[config.mk]
export PLATFORM = sky130hd
export DESIGN_NAME = kbt_ctrl
export DESIGN_NICKNAME = d
export VERILOG_FILES = /design/src/hdl/kbt_pkg.sv /design/src/hdl/kbt_ctrl.sv
export SDC_FILE = /design/constraint.sdc
export NUM_CORES = 1
export LEC_CHECK = 0
export BUFFER_PORTS_ARGS = -buffer_cell sky130_fd_sc_hd__buf_4
export CAP_MARGIN = 20
export CORE_AREA = 2 2 39 41
export DETAILED_ROUTE_END_ITERATION = 8
export DIE_AREA = 0 0 41 43
export PLACE_DENSITY = 0.45
export SLEW_MARGIN = 20
export SYNTH_ARGS = -nofsm -noshare
export SYNTH_HDL_FRONTEND = slang
export SYNTH_SLANG_ARGS = --single-unit
[constraint.sdc]
create_clock -name i_clk -period 2.2 [get_ports i_clk]
set_input_delay 0.33 -clock i_clk [delete_from_list [all_inputs] [get_ports i_clk]]
set_output_delay 0.33 -clock i_clk [all_outputs]
set_load 0.05 [all_outputs]
[src/hdl/kbt_pkg.sv]
// ============================================================================
// kbt_pkg
// Shared types and constants for the keyed balance table: request kinds,
// result status codes, field widths and the controller-to-datapath link.
// ============================================================================
`default_nettype none

package kbt_pkg;

    // Field widths fixed by the stream format.
    localparam int unsigned KEY_W    = 32;
    localparam int unsigned BAL_W    = 32;
    localparam int unsigned STATUS_W = 2;

    // Request kind carried on the slave tuser.
    typedef enum logic {
        REQ_CREATE = 1'b0,
        REQ_MODIFY = 1'b1
    } t_req_type;

    // Result status carried on the master tuser.
    typedef enum logic [STATUS_W-1:0] {
        ST_OK        = 2'd0,
        ST_EXISTS    = 2'd1,
        ST_NOT_FOUND = 2'd2,
        ST_FULL      = 2'd3
    } t_status;

    // Commands from the sequencer to the datapath.
    typedef struct packed {
        logic load_req;   // capture the incoming request
        logic cap_match;  // register the key compare vector
        logic cap_index;  // register the hit flag and matching slot
        logic rd_en;      // read the balance of the matching slot
        logic commit;     // update the table and load the result register
    } t_ctrl_cmd;

    // Status from the datapath to the sequencer.
    typedef struct packed {
        logic out_free;   // result register can take a new result this cycle
    } t_ctrl_sts;

endpackage

`default_nettype wire

[src/hdl/kbt_ctrl.sv]
// ============================================================================
// kbt_ctrl
// Request sequencer: walks one request through compare, encode, balance read
// and update, and holds the update until the result register is free.
// ============================================================================
`default_nettype none

module kbt_ctrl (
    input  wire                    i_clk,
    input  wire                    i_rst_n,
    input  wire                    i_req_valid,
    output logic                   o_req_ready,
    input  kbt_pkg::t_ctrl_sts     i_sts,
    output kbt_pkg::t_ctrl_cmd     o_cmd
);

    typedef enum logic [4:0] {
        S_IDLE   = 5'b00001,
        S_MATCH  = 5'b00010,
        S_ENCODE = 5'b00100,
        S_READ   = 5'b01000,
        S_UPDATE = 5'b10000
    } t_state;

    t_state r_state;
    t_state n_state;

    // Next state and command decode.
    always_comb begin
        n_state     = r_state;
        o_cmd       = '0;
        o_req_ready = 1'b0;
        case (r_state)
            S_IDLE: begin
                o_req_ready = 1'b1;
                if (i_req_valid) begin
                    o_cmd.load_req = 1'b1;
                    n_state        = S_MATCH;
                end
            end
            S_MATCH: begin
                o_cmd.cap_match = 1'b1;
                n_state         = S_ENCODE;
            end
            S_ENCODE: begin
                o_cmd.cap_index = 1'b1;
                n_state         = S_READ;
            end
            S_READ: begin
                o_cmd.rd_en = 1'b1;
                n_state     = S_UPDATE;
            end
            S_UPDATE: begin
                // Wait here while an earlier result is still unclaimed.
                if (i_sts.out_free) begin
                    o_cmd.commit = 1'b1;
                    n_state      = S_IDLE;
                end
            end
            default: begin
                n_state = S_IDLE;
            end
        endcase
    end

    // State register.
    always_ff @(posedge i_clk) begin
        if (!i_rst_n) begin
            r_state <= S_IDLE;
        end else begin
            r_state <= n_state;
        end
    end

endmodule

`default_nettype wire

---- Word-level counts from Yosys, hierarchy flattened ----
Cells that the tools add are included.
word-level totals
  bits in latches ......................... 0
  register bits ........................... 5
  memory bits (writable) .................. 0
  bits in read-only memories .............. 0
  memories kept ........................... 0
operators by class
  multiply operators ...................... 0
  shift-type cells ........................ 0
  order comparisons ....................... 0
  bitwise gates (word level) .............. 0
  reduce and logical (&&, ||, !) cells .... 1
  muxes and demuxes ....................... 11
  $add $sub $neg .......................... 0
  divide/modulo/power cells ............... 0
  equal/unequal tests ..................... 7
operator list
  kind                                                 count
  case mux 5 bit (5 select lines)                      1
  two-way mux 5 bit                                    2
  two-way mux 1 bit                                    8
  equality test 5 x 1 -> 1 bit, second input constant  1
  equality test 5 x 2 -> 1 bit, second input constant  1
  equality test 5 x 3 -> 1 bit, second input constant  1
  equality test 5 x 4 -> 1 bit, second input constant  1
  equality test 5 bit, second input constant           1
  inequality test 2 bit, second input constant         2
  AND reduction 2 bit                                  1

---- Depth between registers and ports, before layout ----
Gate-level depths: netlist of run 1.
  word-level depth ........................ 3
  mapped depth ............................ 4
  depth with buffers taken out ............ 3

---- Least setup slack after synthesis of run 1 ----
Ideal clock, no wire load.
  path type ............................... register to output
  start point ............................. reg r_state[3]
  end point ............................... out o_cmd[0] in the netlist's numbering
  arrival time ............................ 1.890 ns
  path buffers ............................ 1
  cell stages (with the launch flop) ...... 4
  slack ................................... -0.020 ns
  cell sequence ........................... dfxtp_1 buf_6 or3_4 nor3_1
RTL lines
  item                      RTL line        RTL
  start: declaration        kbt_ctrl.sv:25  t_state r_state;
  start signal: assignment  kbt_ctrl.sv:71  r_state <= n_state;
  end: declaration          kbt_ctrl.sv:14  output kbt_pkg::t_ctrl_cmd o_cmd

==> run summary, run 1 <==
initial antenna violation count = 0
max cap viols = 0
CP Cell Sequence = or3_4 -> nor3b_4 -> buf_4
Nets = 48
Post-Place Cells = 55
Unique masters post-synth = 20
Area growth, synth to finish = 31.80%
post-DR wirelength/cell = 10.58 µm
vias in the first global route = 275
clk_skew = 0.001028 ns
Vias = 266
largest reg by FF count = r_state
CORE AREA = 0.001384 mm²
clock-pin slew on the worst setup and hold paths = 0.04 ns
Final Hold Viols = 0
area of placed instances = 367.9 µm²
slew margin rel. = 79.51%
Setup Crit Path Kind = flop to output pin
Crit-path slowest cell = or3_4
Worst Hold Class = input port to flop
post-synthesis register bit count = 5
Critical Path RT = 1.87 ns
CTS tree = yes
total power = 0.0002755 W
first-pass GRT wire length = 1104 µm
largest net degree at the start of global routing = 9
P per Cell Area = 699.0 mW/mm²
VDD IR max = 0.0003178 V
Die ar. = 0.001763 mm²
Fin Hold WS = 0.3248 ns
all-layer global routing usage = 9.749%
Die X = 41 µm
max FFs per register = 5
final RePlAce weighted congestion = 0.8390
cts hold-fix bufs = 0
count of final setup violators = 0
Critical Path Fanout Max = 7
setup bufs post-CTS = 0
clock sinks = 5
setup TNS = 0 ns
Tcrit/Tclk final = 81.64%
Initial DRT Pass Iterations = 4
CP Data Arrival Time = 1.47 ns
Pleak = 0.1728 nW
Total Wirelength = 624 µm
Slew Viols, Final = 0
Inserted Clock Buffers = 3
1st-iter DRT viols = 3
Tmin final = 1.796 ns
Routed Antenna Nets = 0
Root Buffer = clkbuf_4
Buf+Inv Stages, Crit Path = 1
max incr delay on CP = 0.42 ns
CTS resizes = 0
RSZ-0062 raised after global routing = no
Die H = 43 µm
Initial Utilization = 21.61%
post-route design area = 394.1 µm²
Setup crit start kind = flop
largest registers = r_state x5
syn nets = 37
Diodes inserted = 0
FMAX = 556.8 MHz
Mapped Area = 299.0 µm²
H-tree depth = 1
cell family contributing the most delay on the critical path = simple AND/OR/NAND/NOR gates
worst-skew pair later-pin latency = 0.24 ns
post-synthesis sequential area ratio = 33.47%
DR DRC count = 0
Synthesis Warnings = 0
Syn Area/Cell = 9.062 µm²
post-synthesis cell count = 33
IO buf count = 9
Setup crit end kind = output pin
post-route insts no fill = 59
Worst Tran Pin Value = 0.3062 ns
maximum clock insertion buffer count = 2
vias per cell = 4.508
GRT overflow = 0
share of cells above drive strength 1 = 37.21%
num ports = 10
number of core rows = 14
FILL cells = 143
outcome = complete, no violations
## synth_stat cells
master	instances	share of area [%]
dfxtp_1	5	33
xor2_1	1	2.9
buf_2	1	1.7
buf_6	1	3.8
and4_1	1	2.9
o311ai_1	1	2.9
buf_4	1	2.5
nand4b_1	1	2.9
nand2_1	1	1.3
and3_1	3	6.3
or3_4	1	3.8
and2_1	3	6.3
nor3_1	3	5.0
mux2i_1	1	3.3
o21ai_0	1	1.7
o211a_1	1	3.3
nor3b_4	1	6.3
nand2b_1	1	2.1
and3_2	1	2.5
nor2_1	4	5.0
## cell type report
class,count,area [µm²],share of cell area [%]
multi-input combinational,25,180.2,45.71
sequential,5,100.1,25.40
timing repair buffer,9,67.56,17.14
clock buffer,4,26.28,6.667
tap,16,20.02,5.079
## layout by cell type (no fill, tap or decap), drive strengths merged
master  n
or3     1
nor3    3
dfxtp   5
and3    4
and2    3
nand4b  1
o311ai  1
nor3b   1
o21ai   1
nor2    4
buf     9
xor2    1
nand2b  1
and4    1
mux2i   1
nand2   1
clkbuf  4
o211a   1
## cells by family after synthesis
kind of cell              synth area share, %
buffers and inverters                   7.949
xor gates and xnor gates                2.929
and+or+nand+nor                         44.35
DFF                                     33.47
AOI/OAI and AO/OA                       7.949
muxes                                   3.347
## path summary, 6_finish.rpt
check,startpoint,endpoint,slack (ns),cells after the start
max,r_state[3]$_SDFFE_PN0P_,o_cmd[3],0.40,3
min,i_rst_n,r_state[0]$_SDFFE_PN1P_,0.32,2
max reg2reg,r_state[3]$_SDFFE_PN0P_,r_state[0]$_SDFFE_PN1P_,0.94,3
min reg2reg,r_state[0]$_SDFFE_PN1P_,r_state[0]$_SDFFE_PN1P_,0.70,2
## where the power goes
part / total [W] / leakage (nW) / internal (W) / switching [W]
clock: 0.000105 / 0.0150 / 0.0000685 / 0.0000367
combinational: 0.0000670 / 0.117 / 0.0000270 / 0.0000400
sequential: 0.000103 / 0.0408 / 0.0000954 / 0.00000796
## metrics by stage
step | setup WS (ns) | utilization (%)
6_report | 0.4039 | 28.48
5_1_grt | 0.3180 | 28.48
4_1_cts | 0.3850 | 28.48
3_5_place_dp | 0.6539 | 26.58
3_3_place_gp | 0.6693 | 26.58
2_1_floorplan | 0.3296 | -
## routing by layer
metal / vias up / part of all wire (%) / GRT usage, %
met5: - / 0 / 0
met4: 0 / 0 / 12.00
met3: 0 / 4.0 / 1.571
met2: 6 / 50 / 12.50
met1: 124 / 46 / 11.61
li1: 136 / - / -
Power figures use the tool's default switching activity.
==> inputs of run 2 (changes only) <==
Settings changed: PLACE_DENSITY 0.45 to 0.46.
Clock period 2.2 ns to 1.5 ns, I/O delays scaled along.
==> run 2 against run 1 <==
Against the previous run:
- the flow now finishes with violations (negative setup slack)
- die area unchanged
- setup slack worse by 0.54 ns
- combinational power up 110%
- design area grew 24%
- clock power increased by 44%
- register-to-register slack worse by 0.66 ns
- via count up 12%
==> run summary, run 2 (same netlist as run 1, synthesis figures left out) <==
IO buf count = 9 (unchanged)
FMAX = 612.2 MHz
part of the power in combinational logic = 31.9% (+7.6 points)
Initial DRT Pass Iterations = 1 (-3)
all-layer global routing usage = 10.16% (+0.41 points)
Buf+Inv Stages, Crit Path = 1 (unchanged)
Inserted Clock Buffers = 3 (unchanged)
switch share = 29.88% (-0.83 points)
switching pwr = 0.0001293 W (+53%)
largest net degree at the start of global routing = 8 (-1)
Crit-path slowest cell = or3_4
Routed Antenna Nets = 0 (unchanged)
Slew Viols, Final = 0 (unchanged)
Vias = 299 (+12%)
H-tree depth = 1 (unchanged)
Post-Route M1 WL = 288 µm (+0.70%)
outcome = finished with violations
maximum clock insertion buffer count = 2 (unchanged)
Initial Utilization = 21.61% (unchanged)
total power = 0.0004327 W (+57%)
initial antenna violation count = 0 (unchanged)
Final Hold Viols = 0 (unchanged)
Area growth, synth to finish = 63.60%
RSZ-0062 raised after global routing = yes
num ports = 10 (unchanged)
first-pass GRT wire length = 1138 µm (+3.1%)
Power Internal = 0.0003034 W (+59%)
post-DR wirelength/cell = 10.68 µm (+0.95%)
final RePlAce weighted congestion = 0.7666 (-8.6%)
slew margin rel. = 85.09% (+5.6 points)
CORE AREA = 0.001384 mm² (unchanged)
Diodes inserted = 0 (unchanged)
Post-Place Cells = 60 (+9.1%)
Tmin final = 1.634 ns
dpl hpwl = 532.2 µm
clock sinks = 5 (unchanged)
Pleak = 0.2182 nW (+26%)
P per Cell Area = 884.5 mW/mm² (+27%)
Setup crit start kind = flop
clock-pin slew on the worst setup and hold paths = 0.04 ns (about the same)
Root Buffer = clkbuf_4
Total Wirelength = 694 µm (+11%)
max cap viols = 0 (unchanged)
most common cell after layout, fill and taps aside = buf_4
Die H = 43 µm (unchanged)
count of final setup violators = 2 (+2)
GRT overflow = 0 (unchanged)
CP Cell Sequence = or3_4 -> nor3b_4 -> buf_6
most frequent cells in the layout = buf_4, buf_6, clkbuf_4, dfxtp_2
top sig layer = met4
number of core rows = 14 (unchanged)
Worst Hold Class = input port to flop
clock share of power = 35.0% (-3.2 points)
Critical Path RT = 1.27 ns (-0.60 ns)
Tcrit/Tclk final = 108.9%
sequential power share = 33.1% (-4.4 points)
vias per cell = 4.600 (+2.0%)
CP Data Arrival Time = 1.41 ns (-0.06 ns)
largest registers = r_state x5
Nets = 54 (+13%)
Worst Tran Pin Value = 0.2201 ns (-0.08606 ns)
share of cells above drive strength 1 = 59.18% (+22 points)
post-route insts no fill = 65 (+10%)
CTS tree = yes
failing checks = negative setup slack
worst setup margin = -0.1336 ns (-0.5375 ns)
cell family contributing the most delay on the critical path = simple AND/OR/NAND/NOR gates
clk_skew = 0.001913 ns (+0.0008854 ns)
Die ar. = 0.001763 mm² (unchanged)
VDD IR max = 0.0005543 V (+74%)
DR DRC count = 0 (unchanged)
Routed met3 length = 39 µm (+56%)
vias in the first global route = 266 (-3.3%)
largest reg by FF count = r_state
1st-iter DRT viols = 0 (-3)
max incr delay on CP = 0.42 ns (about the same)
worst-skew pair later-pin latency = 0.24 ns (about the same)
max FFs per register = 5 (unchanged)
Critical Path Fanout Max = 3 (-4)
Die X = 41 µm (unchanged)
Setup Crit Path Kind = flop to output pin
Met2 Routed Length = 359 µm (+15%)
Setup crit end kind = output pin
run 2: changes by cell type in the layout (fill, tap and decap cells not counted), sizes merged:
cell,delta
buf,+6
run 2: cell type report:
type                       instances  area, µm²
fill                             140      894.6
multi-input combinational         25      203.9
clock buffer                       4      26.28
sequential                         5      103.9
timing repair buffer              15      135.1
tap                               16      20.02
run 2: repair_timing:
action                     4_1_cts  5_1_grt
resized for setup                8        5
setup endpoints to repair        4        5
setup buffers                    0        1
pin swaps                        2        3
hold buffers                     0        0
run 2: final timing paths:
kind	startpoint	end	slack, ns	depth (start not counted)
hold reg to reg	r_state[4]$_SDFFE_PN0P_	r_state[2]$_SDFFE_PN0P_	0.62	2
setup / recovery	r_state[2]$_SDFFE_PN0P_	o_cmd[3]	-0.13	3
setup reg to reg	r_state[2]$_SDFFE_PN0P_	r_state[0]$_SDFFE_PN1P_	0.28	3
hold / removal	i_rst_n	r_state[0]$_SDFFE_PN1P_	0.21	2
run 2: per-layer routing:
metal / GRT usage, % / up-vias
li1: - / 150
met1: 11.97 / 141
met2: 13.44 / 6
met3: 7.853 / 2
met4: 4.000 / 0
met5: 0 / -
run 2: worst register-to-register path, cell delays in order, from the launching register on:
cell,delay [ns]
dfxtp_2,0.31
or3_4,0.42
nor3b_4,0.24
o311ai_1,0.13
run 2: per-stage QoR:
step / TNS, ns / util, % / worst slack [ns] / hold WS [ns] / instance area, µm²
4_1_cts: -0.2334 / 33.91 / -0.1368 / 0.2067 / 469.2
6_report: -0.1877 / 35.35 / -0.1336 / 0.2122 / 489.2
3_5_place_dp: 0 / 30.20 / 0.1004 / 0.4563 / 417.9
2_1_floorplan: -0.3349 / - / -0.1499 / 0.3034 / 316.6
5_1_grt: -0.3363 / 35.35 / -0.2030 / 0.2030 / 489.2
3_3_place_gp: 0 / 30.20 / 0.1220 / 0.4509 / 417.9
run 2: power groups by stage:
stage | clock network [W] | registers [W] | logic [W]
2_1_floorplan | 0 | 0.000146 | 0.0000871
3_3_place_gp | 0 | 0.000145 | 0.000127
3_5_place_dp | 0 | 0.000145 | 0.000128
4_1_cts | 0.000158 | 0.000143 | 0.000138
5_1_grt | 0.000172 | 0.000144 | 0.000147
6_report | 0.000151 | 0.000143 | 0.000138
